[src/rtl/rtdavg_pkg.sv]
`timescale 1ns / 1ps
// ----------------------------------------------------------------------------
// rtdavg_pkg
// Shared widths, register indexes, microcode control word and the program
// table for the ratiometric RTD temperature averager.
// ----------------------------------------------------------------------------
package rtdavg_pkg;

   // field widths
   localparam int TAP_W      = 12;
   localparam int REF_W      = 10;
   localparam int NOM_W      = 10;
   localparam int SLOPE_W    = 16;
   localparam int TEMP_W     = 16;
   localparam int REQ_DATA_W = 40;
   localparam int RSP_DATA_W = 32;
   localparam int CSR_IDX_W  = 2;
   localparam int CSR_DATA_W = 16;

   // datapath widths
   localparam int DIFF_W  = TAP_W + 1;
   localparam int ACC_W   = 44;
   localparam int MUL_A_W = 25;
   localparam int MUL_B_W = SLOPE_W + 1;
   localparam int PROD_W  = MUL_A_W + MUL_B_W;

   // divider loop
   localparam int DIV_STEPS = 16;
   localparam int DIV_CNT_W = 4;

   // register reset values
   localparam logic [REF_W-1:0]   REF_OHMS_RESET  = 10'd100;
   localparam logic [NOM_W-1:0]   NOM_OHMS_RESET  = 10'd100;
   localparam logic [SLOPE_W-1:0] SLOPE_Q12_RESET = 16'd10639;

   // saturation limits and quotient offset
   localparam logic [TEMP_W-1:0] TEMP_MAX    = 16'h7FFF;
   localparam logic [TEMP_W-1:0] TEMP_MIN    = 16'h8000;
   localparam logic [TEMP_W-1:0] QUOT_OFFSET = 16'h8000;

   // register indexes
   typedef logic [CSR_IDX_W-1:0] csr_index_type;
   localparam csr_index_type CSR_REFERENCE_OHMS = 2'd0;
   localparam csr_index_type CSR_NOMINAL_OHMS   = 2'd1;
   localparam csr_index_type CSR_SLOPE_Q12      = 2'd2;

   // program addresses
   localparam int PC_W = 4;
   typedef logic [PC_W-1:0] pc_type;
   localparam pc_type STEP_WAIT      = 4'd0;
   localparam pc_type STEP_MUL_SR    = 4'd1;
   localparam pc_type STEP_MUL_NR    = 4'd2;
   localparam pc_type STEP_MUL_SLOPE = 4'd3;
   localparam pc_type STEP_BIAS_TEMP = 4'd4;
   localparam pc_type STEP_SAT_CHECK = 4'd5;
   localparam pc_type STEP_DIV_TEMP  = 4'd6;
   localparam pc_type STEP_TAKE_TEMP = 4'd7;
   localparam pc_type STEP_RING_READ = 4'd8;
   localparam pc_type STEP_RING_UPD  = 4'd9;
   localparam pc_type STEP_BIAS_AVG  = 4'd10;
   localparam pc_type STEP_DIV_AVG   = 4'd11;
   localparam pc_type STEP_TAKE_AVG  = 4'd12;
   localparam pc_type STEP_EMIT      = 4'd13;

   typedef enum logic [1:0] {
      MUL_SR,
      MUL_NR,
      MUL_SLOPE
   } mul_sel_type;

   typedef enum logic [2:0] {
      ACC_HOLD,
      ACC_LOAD,
      ACC_SUB,
      ACC_BIAS_TEMP,
      ACC_BIAS_AVG,
      ACC_DIV,
      ACC_RECIP
   } acc_op_type;

   typedef enum logic [2:0] {
      JMP_NEXT,
      JMP_WAIT_IN,
      JMP_SAT,
      JMP_LOOP,
      JMP_WAIT_OUT
   } jump_type;

   typedef struct packed {
      logic        accept;
      mul_sel_type mul_sel;
      acc_op_type  acc_op;
      logic        sat_take;
      logic        take_now;
      logic        mem_read;
      logic        ring_update;
      logic        take_avg;
      logic        emit;
      jump_type    jump;
      pc_type      target;
   } ctrl_word_type;

   typedef struct packed {
      logic in_fire;
      logic fault;
      logic sat;
      logic out_free;
   } seq_status_type;

   // microcode program
   function automatic ctrl_word_type rom_word(input pc_type pc);
      ctrl_word_type w;
      w.accept      = 1'b0;
      w.mul_sel     = MUL_SR;
      w.acc_op      = ACC_HOLD;
      w.sat_take    = 1'b0;
      w.take_now    = 1'b0;
      w.mem_read    = 1'b0;
      w.ring_update = 1'b0;
      w.take_avg    = 1'b0;
      w.emit        = 1'b0;
      w.jump        = JMP_NEXT;
      w.target      = STEP_WAIT;
      case (pc)
         STEP_WAIT: begin
            w.accept = 1'b1;
            w.jump   = JMP_WAIT_IN;
            w.target = STEP_BIAS_AVG;
         end
         STEP_MUL_SR: begin
            w.mul_sel = MUL_SR;
            w.acc_op  = ACC_LOAD;
         end
         STEP_MUL_NR: begin
            w.mul_sel = MUL_NR;
            w.acc_op  = ACC_SUB;
         end
         STEP_MUL_SLOPE: begin
            w.mul_sel = MUL_SLOPE;
            w.acc_op  = ACC_LOAD;
         end
         STEP_BIAS_TEMP: begin
            w.acc_op = ACC_BIAS_TEMP;
         end
         STEP_SAT_CHECK: begin
            w.sat_take = 1'b1;
            w.jump     = JMP_SAT;
            w.target   = STEP_RING_READ;
         end
         STEP_DIV_TEMP: begin
            w.acc_op = ACC_DIV;
            w.jump   = JMP_LOOP;
         end
         STEP_TAKE_TEMP: begin
            w.take_now = 1'b1;
         end
         STEP_RING_READ: begin
            w.mem_read = 1'b1;
         end
         STEP_RING_UPD: begin
            w.ring_update = 1'b1;
         end
         STEP_BIAS_AVG: begin
            w.acc_op = ACC_BIAS_AVG;
         end
         // window mean by one reciprocal multiply
         STEP_DIV_AVG: begin
            w.acc_op = ACC_RECIP;
         end
         STEP_TAKE_AVG: begin
            w.take_avg = 1'b1;
         end
         STEP_EMIT: begin
            w.emit   = 1'b1;
            w.jump   = JMP_WAIT_OUT;
            w.target = STEP_WAIT;
         end
         default: begin
            w.jump   = JMP_WAIT_OUT;
            w.target = STEP_WAIT;
         end
      endcase
      return w;
   endfunction

endpackage

[src/rtl/rtdavg_seq.sv]
`timescale 1ns / 1ps
// ----------------------------------------------------------------------------
// rtdavg_seq
// Microcode sequencer: program counter, divider loop counter and the
// program table; hands the current control word to the datapath.
// ----------------------------------------------------------------------------
module rtdavg_seq (
   input  logic                       clock,
   input  logic                       reset,
   input  rtdavg_pkg::seq_status_type status,
   output rtdavg_pkg::ctrl_word_type  ctrl
);
   import rtdavg_pkg::*;

   pc_type               pc_ff, pc_in;
   logic [DIV_CNT_W-1:0] cnt_ff, cnt_in;

   // control word for this step
   assign ctrl = rom_word(pc_ff);

   // next step and loop count
   always_comb begin
      pc_in  = pc_ff + 1'b1;
      cnt_in = '0;
      case (ctrl.jump)
         JMP_NEXT: begin
            pc_in = pc_ff + 1'b1;
         end
         JMP_WAIT_IN: begin
            if (!status.in_fire) begin
               pc_in = pc_ff;
            end else if (status.fault) begin
               pc_in = ctrl.target;
            end
         end
         JMP_SAT: begin
            if (status.sat) begin
               pc_in = ctrl.target;
            end
         end
         JMP_LOOP: begin
            cnt_in = cnt_ff + 1'b1;
            if (cnt_ff != DIV_CNT_W'(DIV_STEPS - 1)) begin
               pc_in = pc_ff;
            end
         end
         JMP_WAIT_OUT: begin
            pc_in = status.out_free ? ctrl.target : pc_ff;
         end
         default: begin
            pc_in = STEP_WAIT;
         end
      endcase
   end

   // step registers
   always_ff @(posedge clock) begin
      if (reset) begin
         pc_ff  <= STEP_WAIT;
         cnt_ff <= '0;
      end else begin
         pc_ff  <= pc_in;
         cnt_ff <= cnt_in;
      end
   end

endmodule

[src/rtl/rtd_ratiometric_temp_average.sv]
`timescale 1ns / 1ps
// ----------------------------------------------------------------------------
// rtd_ratiometric_temp_average
// Ratiometric RTD temperature from three ADC taps, rounded and saturated to
// signed 1/16 degree, kept in a ring of WINDOW_DEPTH samples whose floored
// mean is reported with each result.
//
//   channel  dir  fields (lowest bit up)
//   req_     in   tdata: base_tap[11:0], mid_tap[23:12], top_tap[35:24]
//   rsp_     out  tdata: temp_now[15:0], temp_average[31:16]; tuser: ratio_fault
//   csr_     in   0 reference_ohms, 1 nominal_ohms, 2 slope_q12
//
// A new beat is accepted only in the wait step, after the previous result is
// registered; the 16-step restoring divider for the temperature is skipped
// on saturation or a ratio fault, the window mean takes one reciprocal multiply.
// Synchronous reset clears ring valid bits, sum, slot, tvalid; presets CSRs.
// A stalled result beat holds the sequencer in its final step only.
// ----------------------------------------------------------------------------
module rtd_ratiometric_temp_average #(
   parameter int WINDOW_DEPTH = 16
) (
   input  logic                                   clock,
   input  logic                                   reset,
   // base_tap, mid_tap, top_tap
   input  logic [rtdavg_pkg::REQ_DATA_W-1:0]      req_tdata,
   input  logic                                   req_tvalid,
   output logic                                   req_tready,
   // temp_now, temp_average
   output logic [rtdavg_pkg::RSP_DATA_W-1:0]      rsp_tdata,
   // ratio_fault
   output logic                                   rsp_tuser,
   output logic                                   rsp_tvalid,
   input  logic                                   rsp_tready,
   input  logic                                   csr_we,
   input  logic [rtdavg_pkg::CSR_IDX_W-1:0]       csr_index,
   input  logic [rtdavg_pkg::CSR_DATA_W-1:0]      csr_wdata
);
   import rtdavg_pkg::*;

   localparam int SLOT_W  = (WINDOW_DEPTH > 1) ? $clog2(WINDOW_DEPTH) : 1;
   localparam int TOTAL_W = TEMP_W + SLOT_W;
   localparam logic [ACC_W-1:0] AVG_BIAS = ACC_W'(32768 * WINDOW_DEPTH);
   localparam logic [SLOT_W-1:0] SLOT_LAST = SLOT_W'(WINDOW_DEPTH - 1);

   // reciprocal of the window depth, exact for every biased window sum
   localparam int AVG_K      = TOTAL_W + SLOT_W;
   localparam int AVG_R_W    = TOTAL_W + 1;
   localparam int AVG_PROD_W = TOTAL_W + AVG_R_W;
   localparam logic [AVG_R_W-1:0] AVG_RECIP =
      AVG_R_W'(((64'd1 << AVG_K) + 64'(WINDOW_DEPTH) - 64'd1) / 64'(WINDOW_DEPTH));

   ctrl_word_type  ctrl;
   seq_status_type status;

   // configuration
   logic [REF_W-1:0]   ref_ohms_ff;
   logic [NOM_W-1:0]   nom_ohms_ff;
   logic [SLOPE_W-1:0] slope_ff;

   // input unpack
   logic [TAP_W-1:0]  base_tap, mid_tap, top_tap;
   logic              req_fire, req_fault;

   // datapath
   logic signed [DIFF_W-1:0]  sens_ff;
   logic        [TAP_W-1:0]   refd_ff;
   logic                      fault_ff;
   logic        [ACC_W-1:0]   acc_ff, acc_in;
   logic        [ACC_W-1:0]   dsr_ff, dsr_in;
   logic        [TEMP_W-1:0]  quo_ff, quo_in;
   logic signed [TEMP_W-1:0]  now_ff, now_in;
   logic        [TEMP_W-1:0]  avg_ff;
   logic signed [MUL_A_W-1:0] mul_a;
   logic signed [MUL_B_W-1:0] mul_b;
   logic signed [PROD_W-1:0]  prod;
   logic [AVG_PROD_W-1:0]     avg_prod;
   logic                      sat_low, sat_high, div_ge;

   // window store
   logic signed [TEMP_W-1:0]  ring [WINDOW_DEPTH];
   logic signed [TEMP_W-1:0]  ring_rd_ff, old_sample;
   logic [WINDOW_DEPTH-1:0]   valid_ff;
   logic [SLOT_W-1:0]         slot_ff;
   logic signed [TOTAL_W-1:0] total_ff;

   // result register
   logic [TEMP_W-1:0] rsp_now_ff, rsp_avg_ff;
   logic              rsp_fault_ff, rsp_valid_ff, out_free;

   rtdavg_seq u_seq (
      .clock  (clock),
      .reset  (reset),
      .status (status),
      .ctrl   (ctrl)
   );

   assign base_tap   = req_tdata[TAP_W-1:0];
   assign mid_tap    = req_tdata[2*TAP_W-1:TAP_W];
   assign top_tap    = req_tdata[3*TAP_W-1:2*TAP_W];
   assign req_tready = ctrl.accept;
   assign req_fire   = req_tvalid & req_tready;
   assign req_fault  = (mid_tap <= base_tap);
   assign out_free   = !rsp_valid_ff || rsp_tready;

   assign status.in_fire  = req_fire;
   assign status.fault    = req_fault;
   assign status.sat      = sat_low | sat_high;
   assign status.out_free = out_free;

   // configuration writes
   always_ff @(posedge clock) begin
      if (reset) begin
         ref_ohms_ff <= REF_OHMS_RESET;
         nom_ohms_ff <= NOM_OHMS_RESET;
         slope_ff    <= SLOPE_Q12_RESET;
      end else if (csr_we) begin
         case (csr_index)
            CSR_REFERENCE_OHMS: ref_ohms_ff <= csr_wdata[REF_W-1:0];
            CSR_NOMINAL_OHMS:   nom_ohms_ff <= csr_wdata[NOM_W-1:0];
            CSR_SLOPE_Q12:      slope_ff    <= csr_wdata[SLOPE_W-1:0];
            default: ;
         endcase
      end
   end

   // shared multiplier operand select
   always_comb begin
      case (ctrl.mul_sel)
         MUL_SR: begin
            mul_a = MUL_A_W'(sens_ff);
            mul_b = $signed({{(MUL_B_W-REF_W){1'b0}}, ref_ohms_ff});
         end
         MUL_NR: begin
            mul_a = $signed({{(MUL_A_W-TAP_W){1'b0}}, refd_ff});
            mul_b = $signed({{(MUL_B_W-NOM_W){1'b0}}, nom_ohms_ff});
         end
         MUL_SLOPE: begin
            mul_a = $signed(acc_ff[MUL_A_W-1:0]);
            mul_b = $signed({1'b0, slope_ff});
         end
         default: begin
            mul_a = '0;
            mul_b = '0;
         end
      endcase
   end

   assign prod = mul_a * mul_b;

   // window mean: biased sum times the depth reciprocal
   assign avg_prod = AVG_PROD_W'(acc_ff[TOTAL_W-1:0]) * AVG_PROD_W'(AVG_RECIP);

   // saturation test and divider compare
   assign sat_low  = acc_ff[ACC_W-1];
   assign sat_high = !sat_low && (acc_ff >= (dsr_ff << 1));
   assign div_ge   = (acc_ff >= dsr_ff);

   // accumulator, divisor and quotient
   always_comb begin
      acc_in = acc_ff;
      dsr_in = dsr_ff;
      quo_in = quo_ff;
      case (ctrl.acc_op)
         ACC_HOLD: ;
         ACC_LOAD: acc_in = ACC_W'(prod);
         ACC_SUB:  acc_in = acc_ff - ACC_W'(prod);
         ACC_BIAS_TEMP: begin
            // 2*num + half divisor + 32768 divisors, divisor = refd * 512
            acc_in = (acc_ff << 1) + (ACC_W'(refd_ff) << 8) + (ACC_W'(refd_ff) << 24);
            dsr_in = ACC_W'(refd_ff) << 24;
            quo_in = '0;
         end
         ACC_BIAS_AVG: begin
            acc_in = {{(ACC_W-TOTAL_W){total_ff[TOTAL_W-1]}}, total_ff} + AVG_BIAS;
         end
         ACC_DIV: begin
            if (div_ge) begin
               acc_in = acc_ff - dsr_ff;
            end
            dsr_in = dsr_ff >> 1;
            quo_in = {quo_ff[TEMP_W-2:0], div_ge};
         end
         ACC_RECIP: begin
            quo_in = avg_prod[AVG_K +: TEMP_W];
         end
         default: ;
      endcase
   end

   // current sample value
   always_comb begin
      now_in = now_ff;
      if (req_fire) begin
         now_in = '0;
      end else if (ctrl.sat_take && sat_low) begin
         now_in = $signed(TEMP_MIN);
      end else if (ctrl.sat_take && sat_high) begin
         now_in = $signed(TEMP_MAX);
      end else if (ctrl.take_now) begin
         now_in = $signed(quo_ff ^ QUOT_OFFSET);
      end
   end

   always_ff @(posedge clock) begin
      if (req_fire) begin
         sens_ff  <= $signed({1'b0, top_tap}) - $signed({1'b0, mid_tap});
         refd_ff  <= mid_tap - base_tap;
         fault_ff <= req_fault;
      end
      if (ctrl.take_avg) begin
         avg_ff <= quo_ff ^ QUOT_OFFSET;
      end
      acc_ff <= acc_in;
      dsr_ff <= dsr_in;
      quo_ff <= quo_in;
      now_ff <= now_in;
   end

   // ring memory, registered read
   always_ff @(posedge clock) begin
      if (ctrl.mem_read) begin
         ring_rd_ff <= ring[slot_ff];
      end
      if (ctrl.ring_update) begin
         ring[slot_ff] <= now_ff;
      end
   end

   assign old_sample = valid_ff[slot_ff] ? ring_rd_ff : '0;

   // window sum, slot pointer and valid bits
   always_ff @(posedge clock) begin
      if (reset) begin
         valid_ff <= '0;
         slot_ff  <= '0;
         total_ff <= '0;
      end else if (ctrl.ring_update) begin
         valid_ff[slot_ff] <= 1'b1;
         slot_ff  <= (slot_ff == SLOT_LAST) ? '0 : slot_ff + 1'b1;
         total_ff <= total_ff + TOTAL_W'(now_ff) - TOTAL_W'(old_sample);
      end
   end

   // result register
   always_ff @(posedge clock) begin
      if (reset) begin
         rsp_valid_ff <= 1'b0;
      end else if (ctrl.emit && out_free) begin
         rsp_valid_ff <= 1'b1;
      end else if (rsp_tready) begin
         rsp_valid_ff <= 1'b0;
      end
   end

   always_ff @(posedge clock) begin
      if (ctrl.emit && out_free) begin
         rsp_now_ff   <= now_ff;
         rsp_avg_ff   <= avg_ff;
         rsp_fault_ff <= fault_ff;
      end
   end

   assign rsp_tdata  = {rsp_avg_ff, rsp_now_ff};
   assign rsp_tuser  = rsp_fault_ff;
   assign rsp_tvalid = rsp_valid_ff;

endmodule
[config.mk]
export PLATFORM = sky130hd
export DESIGN_NAME = rtd_ratiometric_temp_average
export DESIGN_NICKNAME = d
export VERILOG_FILES = /design/src/rtl/rtdavg_pkg.sv /design/src/rtl/rtdavg_seq.sv /design/src/rtl/rtd_ratiometric_temp_average.sv
export SDC_FILE = /design/constraint.sdc
export NUM_CORES = 2
export LEC_CHECK = 0
export ABC_CLOCK_PERIOD_IN_PS = 13200
export BUFFER_PORTS_ARGS = -buffer_cell sky130_fd_sc_hd__buf_2
export CAP_MARGIN = 20
export CORE_ASPECT_RATIO = 0.9
export CORE_MARGIN = 2
export CORE_UTILIZATION = 40
export CTS_CLUSTER_DIAMETER = 120
export CTS_CLUSTER_SIZE = 40
export DETAILED_ROUTE_END_ITERATION = 8
export PLACE_DENSITY = 0.6
export SETUP_SLACK_MARGIN = 0.5
export SLEW_MARGIN = 40
export SYNTH_ARGS = -nofsm -noshare
export SYNTH_HDL_FRONTEND = slang
export SYNTH_HIERARCHICAL = 1
export SYNTH_SLANG_ARGS = --single-unit
[constraint.sdc]
create_clock -name clock -period 13.2 [get_ports clock]
set_input_delay 3.3 -clock clock [delete_from_list [all_inputs] [get_ports clock]]
set_output_delay 3.3 -clock clock [all_outputs]
set_load 0.05 [all_outputs]
==> impl_metrics.ini <==
[global_route]
via_count_of_the_first_global_routing_pass = 31953
grt_first_pass_wirelength_um = 193000
antenna_violations_before_repair = 7
grt_start_max_net_pins = 86
gr-usage-all-layers_pct = 21.3
grt_remaining_overflow = 0

[clock_network]
tritoncts = done
cts.clk_slew.worst_paths_ns = 0.14
cts_setup_buffers = 0
clock_path_buffers = 3
numCtsBuffers = 24
insertion_delay_ns = 0.65
cts_max_level = 1
clkSinkCount = 544
clockRootBuffer = sky130_fd_sc_hd__clkbuf_16

[critical_path]
timing.critical_path.to_type = flip-flop
crit_type = reg -> reg
cpMaxStageDelayCell = sky130_fd_sc_hd__a21oi_1
worst-path-max-fanout = 17
setup.worst_path.start_class = flip-flop
worstSetupStartpoint = u_seq/pc_ff[1]
critical-path-max-stage-delay_ns = 0.64
crit_required_ns = 13.60
critPathMostFrequentCell = sky130_fd_sc_hd__fa_1
critPathArrivalTime_ns = 12.40
worst_r2r_src = u_seq/pc_ff[1]

[sta]
final_min_period_over_clock_period_pct = 90.9
timing.clock.skew_ns = 0.0723
slew_headroom_pct = 39.6
timing_worst_slew_pin_value_ns = 0.907
number_of_pins_exceeding_their_max_slew_limit_in_the_final_report = 0
hold_violations = 0
rsz0062_at_grt = no
timing.final.crit_period_ns = 12.00
setup_viol_count_final = 0
total_negative_setup_slack_ns = 0
clock.fmax_ghz = 0.0833

[routing]
route.vias.total = 32600
drt_first_iter_violations = 3318
drt_first_pass_iters = 6
route.antenna.remaining_nets = 0
routed_wirelength_um = 125000
drt-vias-per-instance = 5.42
remaining_drc_errors = 0
routed_wirelength_normalized_by_instance_count_um = 20.7

[placed_design]
port_buffers = 93
post_place_cells = 5975
detailed_place_hpwl_um = 94700
gp_congestion = 0.926
dpl_cell_area_um2 = 48000

[synthesis]
gate_count_after_technology_mapping = 4490
postSynthNetCount = 5243
mean_area_per_synthesized_cell_um2 = 10.2
synthesis.area_um2 = 45700
ys.warnings.count = 6

[min_path]
holdCritStartpoint = avg_ff[12]
type_of_the_worst_min_delay_path = reg -> reg

[final_layout]
diodes = 0
utilization_pct = 43.3
synthToLayoutAreaGrowth_pct = 7.39
fillerInstances = 10811
layout_cells_excl_fill = 6020
finish.instance_area_um2 = 49000
post_route_cells_drive_above_1_share_pct = 8.52
design.final.nets = 5268

[run]
max_cap_violations = 0

[floorplan]
floorplan.io_pins = 98
dieArea_um2 = 117000
rows = 117
core-area_um2 = 113000
initial_cell_density_of_the_core_pct = 40.4
chipHeight_um = 325
die_outline_width_um = 360

[outcome]
status = complete, no violations
==> critical path, delay by kind of cell (launching register included) <==
| kind | cells | cell delay (ns) |
|---|---|---|
| AO/OA/AOI/OAI | 15 | 3.83 |
| XOR/XNOR | 1 | 0.24 |
| adder cells (fa/ha/maj) | 9 | 4.25 |
| buffers and inverters | 6 | 0.66 |
| flip-flops | 1 | 0.45 |
| multiplexers | 2 | 0.37 |
| AND/OR/NAND/NOR | 9 | 1.94 |
==> final timing paths <==
kind | slack, ns | cells past startpoint | end
worst min register to register | 0.44 | 0 | rsp_avg_ff[12]
worst max-delay path | 1.20 | 42 | acc_ff[43]
worst min-delay path | 0.44 | 0 | rsp_avg_ff[12]
worst max register to register | 1.20 | 42 | acc_ff[43]
==> state kept, by name, indices dropped and copies added, names as in the netlist, 4 cells and up <==
name and cells:
acc_ff 44, total_ff 20, refd_ff 12, ring 256, u_seq/cnt_ff 4, nom_ohms_ff 10, u_seq/pc_ff 4, now_ff 16
rsp_now_ff 16, valid_ff 16, avg_ff 16, slot_ff 4, dsr_ff 36, quo_ff 16, sens_ff 13, slope_ff 16
ring_rd_ff 16, ref_ohms_ff 10, rsp_avg_ff 16
==> cell usage in the layout (no fill, tap or decap), types with 102 or more instances in the layout <==
master / instances
sky130_fd_sc_hd__inv_1: 694
sky130_fd_sc_hd__nand2_1: 473
sky130_fd_sc_hd__edfxtp_1: 443
sky130_fd_sc_hd__fa_1: 415
sky130_fd_sc_hd__nor2_1: 395
sky130_fd_sc_hd__ha_1: 275
sky130_fd_sc_hd__a21oi_1: 247
sky130_fd_sc_hd__o21ai_0: 147
sky130_fd_sc_hd__xnor2_1: 117
sky130_fd_sc_hd__a21o_1: 102
==> what timing repair did <==
item,CTS,global route
resized for setup,0,2
hold buffers,0,0
setup endpoints to repair,0,5
==> per-stage QoR <==
step                hold slack (ns)  setup slack, ns
floorplan                     0.400             2.75
global placement              0.405             1.26
detailed placement            0.405             1.14
CTS                           0.450             1.04
global route                  0.461            0.523
finish                        0.445             1.20
==> final cells by class <==
type,instances,area [µm²],share of cell area [%]
Clock buffer,31,648,1.32
Clock inverter,13,345,0.704
Inverter,695,2610,5.32
Multi-Input combinational cell,3076,27100,55.3
Sequential cell,544,15300,31.3
Tap cell,1487,1860,3.79
Timing Repair Buffer,174,1120,2.28
==> per-layer routing <==
metal,wire [µm],track usage [%],vias up
li1,-,-,15136
met2,54200,32.2,1125
met3,8810,2.98,136
met4,2870,4.70,0
met1,58600,32.3,16203
met5,0,0,-
Power is not shown: default switching activity piles up to over one toggle a cycle in this logic, so the estimate is an artifact.
